===== src/hdl/cdc_pkg.sv =====
// shared widths, codes, types and calendar tables of the calendar date counter
`default_nettype none

package cdc_pkg;

   // field widths
   localparam int YEAR_W   = 14;
   localparam int MONTH_W  = 4;
   localparam int DAY_W    = 5;
   localparam int OFFSET_W = 11;
   localparam int WDAY_W   = 3;
   localparam int ORD_W    = 9;

   // internal widths
   localparam int ACC_W  = OFFSET_W + 1;   // signed day accumulator
   localparam int CENT_W = 8;              // year / 100
   localparam int REM_W  = 7;              // year % 100
   localparam int SUM_W  = 15;             // weekday sum
   localparam int FOLD_W = 6;              // weekday sum after one base-8 fold

   // stream widths
   localparam int REQ_DATA_W = 40;
   localparam int RSP_DATA_W = 40;

   // year / 100 by reciprocal multiply, exact for 14-bit years
   localparam int DIV100_MUL   = 5243;
   localparam int DIV100_SHIFT = 19;
   localparam int MUL_W        = YEAR_W + 14;
   localparam int CENT_SCALE   = 100;

   localparam logic [REM_W-1:0]   REM_LAST      = REM_W'(CENT_SCALE - 1);
   localparam logic [MONTH_W-1:0] MONTH_JAN     = 4'd1;
   localparam logic [MONTH_W-1:0] MONTH_FEB     = 4'd2;
   localparam logic [MONTH_W-1:0] MONTH_DEC     = 4'd12;
   localparam logic [3:0]         DAYS_PER_WEEK = 4'd7;

   // request operation codes
   localparam logic OP_LOAD = 1'b0;
   localparam logic OP_STEP = 1'b1;

   typedef enum logic [3:0] {
      ST_IDLE,
      ST_LD_DIV,
      ST_LD_REM,
      ST_LD_DAY,
      ST_STEP_ADD,
      ST_FWD,
      ST_BWD,
      ST_BWD_ADD,
      ST_FIN,
      ST_ORD_INIT,
      ST_ORD,
      ST_WD_A,
      ST_WD_B,
      ST_WD_FOLD,
      ST_WD_MOD,
      ST_OUT
   } cdc_state_type;

   typedef struct packed {
      logic [MONTH_W-1:0]      month;
      logic [CENT_W-1:0]       cent;
      logic [REM_W-1:0]        rem;
      logic signed [ACC_W-1:0] opa;
      logic signed [ACC_W-1:0] opb;
      logic                    use_mlen;
      logic                    sub;
   } cdc_alu_req_type;

   typedef struct packed {
      logic signed [ACC_W-1:0] sum;
      logic [DAY_W-1:0]        mlen;
      logic                    gt_mlen;
      logic                    lt_one;
   } cdc_alu_rsp_type;

   function automatic logic [DAY_W-1:0] month_days(input logic [MONTH_W-1:0] m,
                                                   input logic leap);
      logic [DAY_W-1:0] len;
      case (m) inside
         4'd4, 4'd6, 4'd9, 4'd11: len = 5'd30;
         4'd2:                    len = leap ? 5'd29 : 5'd28;
         default:                 len = 5'd31;
      endcase
      return len;
   endfunction

   // (13 * mm + 8) / 5 with january and february counted as months 13 and 14
   function automatic logic [5:0] wday_term(input logic [MONTH_W-1:0] m);
      logic [5:0] t;
      case (m)
         4'd1:    t = 6'd35;
         4'd2:    t = 6'd38;
         4'd3:    t = 6'd9;
         4'd4:    t = 6'd12;
         4'd5:    t = 6'd14;
         4'd6:    t = 6'd17;
         4'd7:    t = 6'd19;
         4'd8:    t = 6'd22;
         4'd9:    t = 6'd25;
         4'd10:   t = 6'd27;
         4'd11:   t = 6'd30;
         4'd12:   t = 6'd32;
         default: t = 6'd0;
      endcase
      return t;
   endfunction

endpackage

`default_nettype wire


===== src/hdl/calendar_date_counter.sv =====
// top level of the gregorian calendar date counter
//
// request channel (req_): one request per item. req_tuser is the operation:
// load sets the date from the load fields (year clamped to 1..MAX_YEAR, month
// to 1..12, day to 1..length of that month); step moves the held date by the
// signed offset, saturated to +-MAX_OFFSET days.
// response channel (rsp_): exactly one response per request with the date
// after the request, its weekday (0 sunday), its day of year and a range error
// flag; on a step that would leave years 1..MAX_YEAR the date is kept and the
// flag is set.
// a request is worked on by one shared day unit under a sequencer, and req_tready
// is low meanwhile, so the next request is taken only once the last has left it.
// a load splits the year and clamps the day; a step adds the offset, walks forward
// a month at a time while the day overruns the month, then back (a step back and
// the add of the next month length). both then sum the day of year month by month
// and find the weekday; the month walk and that sum set how long a request takes.
// the response sits in an output register; a stalled receiver holds it there
// while the next request is taken and worked on, and that request waits at its
// end until the register is free.
// reset (synchronous, active high) sets the date to 0001-01-01 and drops
// rsp_tvalid.
`default_nettype none

module calendar_date_counter import cdc_pkg::*; #(
   parameter int MAX_OFFSET = 1023,
   parameter int MAX_YEAR   = 9999
) (
   input  wire                    clock,
   input  wire                    reset,
   input  wire                    req_tvalid,
   output logic                   req_tready,
   // offset[10:0], load_year[24:11], load_month[28:25], load_day[33:29], zeros
   input  wire [REQ_DATA_W-1:0]   req_tdata,
   // op[0]
   input  wire                    req_tuser,
   output logic                   rsp_tvalid,
   input  wire                    rsp_tready,
   // year[13:0], month[17:14], day[22:18], weekday[25:23], ordinal_day[34:26],
   // range_error[35], zeros
   output logic [RSP_DATA_W-1:0]  rsp_tdata
);

   // offset bounds as the 11-bit field and MAX_OFFSET allow
   localparam int OFF_POS_MAX = (1 << (OFFSET_W - 1)) - 1;
   localparam int OFF_NEG_MAX = 1 << (OFFSET_W - 1);
   localparam int POS_LIM     = (MAX_OFFSET < OFF_POS_MAX) ? MAX_OFFSET : OFF_POS_MAX;
   localparam int NEG_LIM     = (MAX_OFFSET < OFF_NEG_MAX) ? MAX_OFFSET : OFF_NEG_MAX;
   localparam logic signed [ACC_W-1:0] POS_LIM_S = ACC_W'(POS_LIM);
   localparam logic signed [ACC_W-1:0] NEG_LIM_S = ACC_W'(-NEG_LIM);
   localparam logic [YEAR_W-1:0] MAX_YEAR_V = YEAR_W'(MAX_YEAR);
   localparam logic [YEAR_W-1:0] YEAR_ONE   = YEAR_W'(1);
   localparam int PAD_W = RSP_DATA_W - (YEAR_W + MONTH_W + DAY_W + WDAY_W + ORD_W + 1);

   // request fields
   logic [OFFSET_W-1:0]     req_offset;
   logic [YEAR_W-1:0]       req_load_year;
   logic [MONTH_W-1:0]      req_load_month;
   logic [DAY_W-1:0]        req_load_day;
   logic signed [ACC_W-1:0] req_off_ext;

   assign req_offset     = req_tdata[OFFSET_W-1:0];
   assign req_load_year  = req_tdata[OFFSET_W +: YEAR_W];
   assign req_load_month = req_tdata[OFFSET_W+YEAR_W +: MONTH_W];
   assign req_load_day   = req_tdata[OFFSET_W+YEAR_W+MONTH_W +: DAY_W];
   assign req_off_ext    = $signed({req_offset[OFFSET_W-1], req_offset});

   cdc_state_type state_ff, state_in;

   // date being worked on
   logic [YEAR_W-1:0]       wy_ff, wy_in;
   logic [MONTH_W-1:0]      wm_ff, wm_in;
   logic signed [ACC_W-1:0] wd_ff, wd_in;
   logic [CENT_W-1:0]       wcent_ff, wcent_in;
   logic [REM_W-1:0]        wrem_ff, wrem_in;

   // held date, with its year split kept alongside
   logic [YEAR_W-1:0]       cy_ff, cy_in;
   logic [MONTH_W-1:0]      cm_ff, cm_in;
   logic [DAY_W-1:0]        cd_ff, cd_in;
   logic [CENT_W-1:0]       ccent_ff, ccent_in;
   logic [REM_W-1:0]        crem_ff, crem_in;

   logic signed [ACC_W-1:0] off_ff, off_in;
   logic                    err_ff, err_in;
   logic [ORD_W-1:0]        ord_ff, ord_in;
   logic [MONTH_W-1:0]      mi_ff, mi_in;
   logic [SUM_W-1:0]        wsum_ff, wsum_in;
   logic [FOLD_W-1:0]       fold_ff, fold_in;
   logic [WDAY_W-1:0]       wday_ff, wday_in;
   logic                    rsp_valid_ff, rsp_valid_in;
   logic [RSP_DATA_W-1:0]   rsp_data_ff, rsp_data_in;

   cdc_alu_req_type alu_req;
   cdc_alu_rsp_type alu_rsp;

   cdc_alu u_alu (
      .alu_req (alu_req),
      .alu_rsp (alu_rsp)
   );

   // year split helpers
   logic [MUL_W-1:0]  div_prod;
   logic [YEAR_W-1:0] cent_x100;
   logic              early_month;
   logic [YEAR_W-1:0] yy;
   logic [CENT_W-1:0] cyy;
   logic [3:0]        fold_sum;

   assign div_prod    = MUL_W'(wy_ff) * MUL_W'(DIV100_MUL);
   assign cent_x100   = YEAR_W'(wy_ff - YEAR_W'(YEAR_W'(wcent_ff) * YEAR_W'(CENT_SCALE)));
   // january and february count to the year before
   assign early_month = wm_ff <= MONTH_FEB;
   assign yy          = early_month ? (wy_ff - YEAR_ONE) : wy_ff;
   assign cyy         = (early_month && (wrem_ff == '0)) ? (wcent_ff - CENT_W'(1)) : wcent_ff;
   assign fold_sum    = {1'b0, fold_ff[5:3]} + {1'b0, fold_ff[2:0]};

   always_comb begin
      state_in     = state_ff;
      wy_in        = wy_ff;
      wm_in        = wm_ff;
      wd_in        = wd_ff;
      wcent_in     = wcent_ff;
      wrem_in      = wrem_ff;
      cy_in        = cy_ff;
      cm_in        = cm_ff;
      cd_in        = cd_ff;
      ccent_in     = ccent_ff;
      crem_in      = crem_ff;
      off_in       = off_ff;
      err_in       = err_ff;
      ord_in       = ord_ff;
      mi_in        = mi_ff;
      wsum_in      = wsum_ff;
      fold_in      = fold_ff;
      wday_in      = wday_ff;
      rsp_data_in  = rsp_data_ff;
      rsp_valid_in = rsp_valid_ff && !rsp_tready;
      req_tready   = 1'b0;

      alu_req.month    = wm_ff;
      alu_req.cent     = wcent_ff;
      alu_req.rem      = wrem_ff;
      alu_req.opa      = wd_ff;
      alu_req.opb      = off_ff;
      alu_req.use_mlen = 1'b1;
      alu_req.sub      = 1'b0;

      unique case (state_ff)
         ST_IDLE: begin
            req_tready = 1'b1;
            if (req_tvalid) begin
               err_in = 1'b0;
               if (req_tuser == OP_LOAD) begin
                  if (req_load_year == '0) begin
                     wy_in = YEAR_ONE;
                  end else if (req_load_year > MAX_YEAR_V) begin
                     wy_in = MAX_YEAR_V;
                  end else begin
                     wy_in = req_load_year;
                  end
                  if (req_load_month == '0) begin
                     wm_in = MONTH_JAN;
                  end else if (req_load_month > MONTH_DEC) begin
                     wm_in = MONTH_DEC;
                  end else begin
                     wm_in = req_load_month;
                  end
                  wd_in    = $signed({{(ACC_W-DAY_W){1'b0}}, req_load_day});
                  state_in = ST_LD_DIV;
               end else begin
                  wy_in    = cy_ff;
                  wm_in    = cm_ff;
                  wd_in    = $signed({{(ACC_W-DAY_W){1'b0}}, cd_ff});
                  wcent_in = ccent_ff;
                  wrem_in  = crem_ff;
                  if (req_off_ext > POS_LIM_S) begin
                     off_in = POS_LIM_S;
                  end else if (req_off_ext < NEG_LIM_S) begin
                     off_in = NEG_LIM_S;
                  end else begin
                     off_in = req_off_ext;
                  end
                  state_in = ST_STEP_ADD;
               end
            end
         end

         ST_LD_DIV: begin
            wcent_in = div_prod[DIV100_SHIFT +: CENT_W];
            state_in = ST_LD_REM;
         end

         ST_LD_REM: begin
            wrem_in  = cent_x100[REM_W-1:0];
            state_in = ST_LD_DAY;
         end

         ST_LD_DAY: begin
            // clamp the day to the loaded month
            if (alu_rsp.lt_one) begin
               wd_in = ACC_W'(1);
            end else if (alu_rsp.gt_mlen) begin
               wd_in = $signed({{(ACC_W-DAY_W){1'b0}}, alu_rsp.mlen});
            end
            state_in = ST_FIN;
         end

         ST_STEP_ADD: begin
            alu_req.use_mlen = 1'b0;
            wd_in            = alu_rsp.sum;
            state_in         = ST_FWD;
         end

         ST_FWD: begin
            // one month forward per cycle while the day overruns the month
            alu_req.sub = 1'b1;
            if (alu_rsp.gt_mlen) begin
               if (wm_ff == MONTH_DEC) begin
                  if (wy_ff == MAX_YEAR_V) begin
                     err_in   = 1'b1;
                     state_in = ST_FIN;
                  end else begin
                     wd_in = alu_rsp.sum;
                     wm_in = MONTH_JAN;
                     wy_in = wy_ff + YEAR_ONE;
                     if (wrem_ff == REM_LAST) begin
                        wrem_in  = '0;
                        wcent_in = wcent_ff + CENT_W'(1);
                     end else begin
                        wrem_in = wrem_ff + REM_W'(1);
                     end
                  end
               end else begin
                  wd_in = alu_rsp.sum;
                  wm_in = wm_ff + MONTH_W'(1);
               end
            end else begin
               state_in = ST_BWD;
            end
         end

         ST_BWD: begin
            // back one month; its length is added in the next cycle
            if (alu_rsp.lt_one) begin
               if (wm_ff == MONTH_JAN) begin
                  if (wy_ff == YEAR_ONE) begin
                     err_in   = 1'b1;
                     state_in = ST_FIN;
                  end else begin
                     wm_in = MONTH_DEC;
                     wy_in = wy_ff - YEAR_ONE;
                     if (wrem_ff == '0) begin
                        wrem_in  = REM_LAST;
                        wcent_in = wcent_ff - CENT_W'(1);
                     end else begin
                        wrem_in = wrem_ff - REM_W'(1);
                     end
                     state_in = ST_BWD_ADD;
                  end
               end else begin
                  wm_in    = wm_ff - MONTH_W'(1);
                  state_in = ST_BWD_ADD;
               end
            end else begin
               state_in = ST_FIN;
            end
         end

         ST_BWD_ADD: begin
            wd_in    = alu_rsp.sum;
            state_in = ST_BWD;
         end

         ST_FIN: begin
            if (err_ff) begin
               // out of range: fall back to the held date
               wy_in    = cy_ff;
               wm_in    = cm_ff;
               wd_in    = $signed({{(ACC_W-DAY_W){1'b0}}, cd_ff});
               wcent_in = ccent_ff;
               wrem_in  = crem_ff;
            end else begin
               cy_in    = wy_ff;
               cm_in    = wm_ff;
               cd_in    = wd_ff[DAY_W-1:0];
               ccent_in = wcent_ff;
               crem_in  = wrem_ff;
            end
            state_in = ST_ORD_INIT;
         end

         ST_ORD_INIT: begin
            ord_in   = wd_ff[ORD_W-1:0];
            mi_in    = MONTH_JAN;
            state_in = ST_ORD;
         end

         ST_ORD: begin
            // day of year: add the length of each month before this one
            alu_req.month = mi_ff;
            alu_req.opa   = $signed({{(ACC_W-ORD_W){1'b0}}, ord_ff});
            if (mi_ff < wm_ff) begin
               ord_in = alu_rsp.sum[ORD_W-1:0];
               mi_in  = mi_ff + MONTH_W'(1);
            end else begin
               state_in = ST_WD_A;
            end
         end

         ST_WD_A: begin
            wsum_in  = SUM_W'(yy) + SUM_W'(yy >> 2) + SUM_W'(cyy >> 2);
            state_in = ST_WD_B;
         end

         ST_WD_B: begin
            wsum_in  = wsum_ff - SUM_W'(cyy) + SUM_W'(wday_term(wm_ff)) +
                       SUM_W'(wd_ff[DAY_W-1:0]);
            state_in = ST_WD_FOLD;
         end

         ST_WD_FOLD: begin
            // 8 is 1 mod 7, so the octal digits sum to the same residue
            fold_in  = FOLD_W'(wsum_ff[2:0]) + FOLD_W'(wsum_ff[5:3]) +
                       FOLD_W'(wsum_ff[8:6]) + FOLD_W'(wsum_ff[11:9]) +
                       FOLD_W'(wsum_ff[14:12]);
            state_in = ST_WD_MOD;
         end

         ST_WD_MOD: begin
            if (fold_sum >= DAYS_PER_WEEK) begin
               wday_in = WDAY_W'(fold_sum - DAYS_PER_WEEK);
            end else begin
               wday_in = fold_sum[WDAY_W-1:0];
            end
            state_in = ST_OUT;
         end

         ST_OUT: begin
            // wait for the output register to be free
            if (!rsp_valid_ff || rsp_tready) begin
               rsp_data_in  = {{PAD_W{1'b0}}, err_ff, ord_ff, wday_ff,
                               wd_ff[DAY_W-1:0], wm_ff, wy_ff};
               rsp_valid_in = 1'b1;
               state_in     = ST_IDLE;
            end
         end

         default: begin
            state_in = ST_IDLE;
         end
      endcase
   end

   always_ff @(posedge clock) begin
      if (reset) begin
         state_ff     <= ST_IDLE;
         rsp_valid_ff <= 1'b0;
         cy_ff        <= YEAR_ONE;
         cm_ff        <= MONTH_JAN;
         cd_ff        <= DAY_W'(1);
         ccent_ff     <= '0;
         crem_ff      <= REM_W'(1);
      end else begin
         state_ff     <= state_in;
         rsp_valid_ff <= rsp_valid_in;
         cy_ff        <= cy_in;
         cm_ff        <= cm_in;
         cd_ff        <= cd_in;
         ccent_ff     <= ccent_in;
         crem_ff      <= crem_in;
      end
   end

   always_ff @(posedge clock) begin
      wy_ff       <= wy_in;
      wm_ff       <= wm_in;
      wd_ff       <= wd_in;
      wcent_ff    <= wcent_in;
      wrem_ff     <= wrem_in;
      off_ff      <= off_in;
      err_ff      <= err_in;
      ord_ff      <= ord_in;
      mi_ff       <= mi_in;
      wsum_ff     <= wsum_in;
      fold_ff     <= fold_in;
      wday_ff     <= wday_in;
      rsp_data_ff <= rsp_data_in;
   end

   assign rsp_tvalid = rsp_valid_ff;
   assign rsp_tdata  = rsp_data_ff;

endmodule

`default_nettype wire


===== src/hdl/cdc_alu.sv =====
// shared day unit: month length with leap rule, day add or subtract, compares
`default_nettype none

module cdc_alu import cdc_pkg::*; (
   input  cdc_alu_req_type alu_req,
   output cdc_alu_rsp_type alu_rsp
);

   logic                    leap;
   logic [DAY_W-1:0]        mlen;
   logic signed [ACC_W-1:0] mlen_ext;
   logic signed [ACC_W-1:0] opb_sel;

   // divisible by 4, and not by 100 unless by 400
   assign leap = (alu_req.rem[1:0] == 2'd0) &&
                 ((alu_req.rem != '0) || (alu_req.cent[1:0] == 2'd0));

   assign mlen     = month_days(alu_req.month, leap);
   assign mlen_ext = $signed({{(ACC_W-DAY_W){1'b0}}, mlen});
   assign opb_sel  = alu_req.use_mlen ? mlen_ext : alu_req.opb;

   assign alu_rsp.sum     = alu_req.sub ? (alu_req.opa - opb_sel) : (alu_req.opa + opb_sel);
   assign alu_rsp.mlen    = mlen;
   assign alu_rsp.gt_mlen = alu_req.opa > mlen_ext;
   assign alu_rsp.lt_one  = alu_req.opa[ACC_W-1] || (alu_req.opa == '0);

endmodule

`default_nettype wire


===== config.mk =====
export PLATFORM = sky130hd
export DESIGN_NAME = calendar_date_counter
export DESIGN_NICKNAME = d
export VERILOG_FILES = /design/src/hdl/cdc_pkg.sv /design/src/hdl/calendar_date_counter.sv /design/src/hdl/cdc_alu.sv
export SDC_FILE = /design/constraint.sdc
export NUM_CORES = 1
export LEC_CHECK = 0
export CAP_MARGIN = 30
export CORE_MARGIN = 1
export CORE_UTILIZATION = 45
export DETAILED_ROUTE_END_ITERATION = 8
export DONT_BUFFER_PORTS = 1
export GPL_TIMING_DRIVEN = 0
export MAX_ROUTING_LAYER = met4
export SYNTH_ARGS = -nofsm -noshare
export SYNTH_HDL_FRONTEND = slang
export SYNTH_SLANG_ARGS = --single-unit

===== constraint.sdc =====
create_clock -name clock -period 7.8 [get_ports clock]
set_input_delay 0.78 -clock clock [delete_from_list [all_inputs] [get_ports clock]]
set_output_delay 0.78 -clock clock [all_outputs]
set_load 0.05 [all_outputs]

==> impl_metrics.ini <==
[clock_tree]
ctsResizeCount = 0
worstSkewPairLatency_ps = 470
clock_sinks = 179
cts_hold_buf = 0
cts_setup_buffers = 0
clockBufferDepth = 2
cts.htree.levels = 4
clockRootBuffer = clkbuf_16
cts_tree = built
numCtsBuffers = 17
cts.clk_slew.worst_paths_ps = 80

[yosys]
synth-edff-count = 130
async_reset_ff_frac = 0
synth_most_common_cell = ha_1
ys_types = 78
syn-cell-area_um2 = 16470
yosysTopAreaCellShare = 0.2370
yosys_warnings = 0
synthTopCellsByArea = edfxtp_1, ha_1, fa_1
synth-seq-cells = 179
yosysTopAreaCell = edfxtp_1
ys_seq_area_frac = 0.2965
synthFlopType = edfxtp_1
syn_inst = 1765
yosys-top-cells-count = ha_1, inv_1, nand2_1
synth_area_per_cell_um2 = 9.333

[route]
drt_iter0_markers = 1326
vias_per_cell = 5.864
drcViolationCount = 5
vias = 13293
drt_wl_total_mm = 48.93
first_pass_iters = 7
antenna_left = 0
avgRoutedWirePerCell_um = 21.59

[die]
row_count = 69
die_width_um = 193.3
core_area_um2 = 35830
io_pins = 87
die_h_um = 193.3
dieArea_um2 = 37370
start_util = 0.4598

[sta]
max_slew_margin = 0.3470
worst_pin_slew_ps = 979.5
hold_slack_ps = 424.7
tns_ps = 0
rsz0062_at_grt = no
setup_viol = 0
hold_violations = 0
finClkSkew_ps = 21.29
fmax_ghz = 0.1516
finalCritPeriodShare = 0.8457
slew_viol_final = 0
min_period_ps = 6596

[worst_setup_path]
critPathKind = reg -> reg
start_kind = flip-flop
cp.required_ps = 8020
worstPathArrival_ps = 6820
end_kind = flip-flop
critPathMaxFanout = 8
reg2reg_depth = 19

[cells_and_area]
nets = 2143
stdcell_count = 2267
areaGrowthSynthToFinish_pct = 7.657
fin_util = 0.4950
drive_above_1_share = 0.04153
diodes = 0

[worst_hold_path]
whs_path_depth = 0
hp-class = reg -> reg

[placement]
place.gp.congestion = 0.9271
dp.cells = 2235
dp.final_hpwl_mm = 38.55
portBuffers = 0

[grt]
grt_pass1_vias = 12945
grt_usage = 0.2762
grt_pass1_wl_mm = 76.46
grt_max_degree = 23
grtUsageMet1 = 0.3806
antenna_found_initial = 0
use_met3 = 0.05805
met2_usage = 0.4083
grt-ovfl-total = 0
busiest_layer = met2

[run]
cap_violations = 0

[status]
outcome = finished, violations left
violations = design-rule violations
area by class of cell:
cell class	instances	area, um^2
plain buffers	71	286.5
clock buffers	18	429.2
clock inverters	14	163.9
fillers	3411	18090
inverters	192	720.7
multi-input cells	1326	10610
flip-flops and latches	179	4885
well taps	461	576.8
repair buffers	6	62.56
final timing paths:
kind                                 start             to  slack [ps]
worst min register to register  wday_ff[1]  rsp_tdata[24]         420
worst max-delay path              wy_ff[6]    wcent_ff[6]        1200
worst min-delay path            wday_ff[1]  rsp_tdata[24]         420
worst max register to register    wy_ff[6]    wcent_ff[6]        1200
layout by cell type (no fill, tap or decap), types with 7 or more instances in the layout:
cell	synthesis	final
ha_1	213	213
inv_1	191	191
nand2_1	190	190
a21oi_1	134	133
edfxtp_1	130	130
nor2_1	101	101
fa_1	92	92
o21ai_0	86	85
xnor2_1	64	64
clkbuf_1	52	53
dfxtp_1	49	49
nand3_1	38	38
nor3_1	37	37
mux2i_1	30	30
xor2_1	29	29
a21o_1	25	25
nor2b_1	24	23
a221oi_1	18	18
o22ai_1	17	17
clkbuf_16	0	17
or3_1	13	13
o21a_1	13	13
a22oi_1	13	13
o211ai_1	13	13
nand2b_1	12	12
buf_1	11	11
and3_1	10	10
a31oi_1	10	10
o221ai_1	9	9
a221o_1	9	9
and2_1	8	8
buf_4	4	8
nor4_1	8	7
nand4_1	7	7
logic make-up after synthesis:
group           share of synthesized area
simple gates                       0.1344
compound gates                     0.1613
fa+ha+maj                          0.2736
buf+inv                           0.06115
flops                              0.2965
xor+xnor                          0.04945
mux                               0.02339
other cells                     0.0002277
flip-flops by register name (all words and copies together) (netlist names), 7 cells and up, named ones only:
register	cells
crem_ff	7
wcent_ff	8
wrem_ff	7
ord_ff	9
wd_ff	12
cy_ff	14
rsp_tdata	36
off_ff	11
wsum_ff	15
ccent_ff	8
wy_ff	14
critical path, stage by stage (launching register included):
cell	delay, ps
edfxtp_1	650
clkbuf_1	470
inv_1	290
fa_1	560
inv_1	60
ha_1	220
fa_1	530
inv_1	50
fa_1	460
fa_1	550
inv_1	40
ha_1	310
a21o_1	210
a2111o_1	430
a21oi_1	320
o2111ai_1	260
a31oi_1	300
nor2b_1	80
or3_1	310
a31o_2	250
metrics by stage:
step / cell area (um^2) / setup slack (ps)
2_1_floorplan: 16480 / 2245
6_report: 17730 / 1204
5_1_grt: 17730 / 906.8
4_1_cts: 17730 / 1253
3_3_place_gp: 17060 / 1399
3_5_place_dp: 17140 / 1272
layer usage:
metal	wire length, um	vias up	share of wire
met5	0	-	0
met4	1209	0	0.025
met3	3584	75	0.073
met2	21490	467	0.44
met1	22650	6472	0.46
li1	-	6279	-
Power is left out: the tool's default activity adds up to more than one toggle a clock period on the data nets, which glitch-free logic cannot reach.
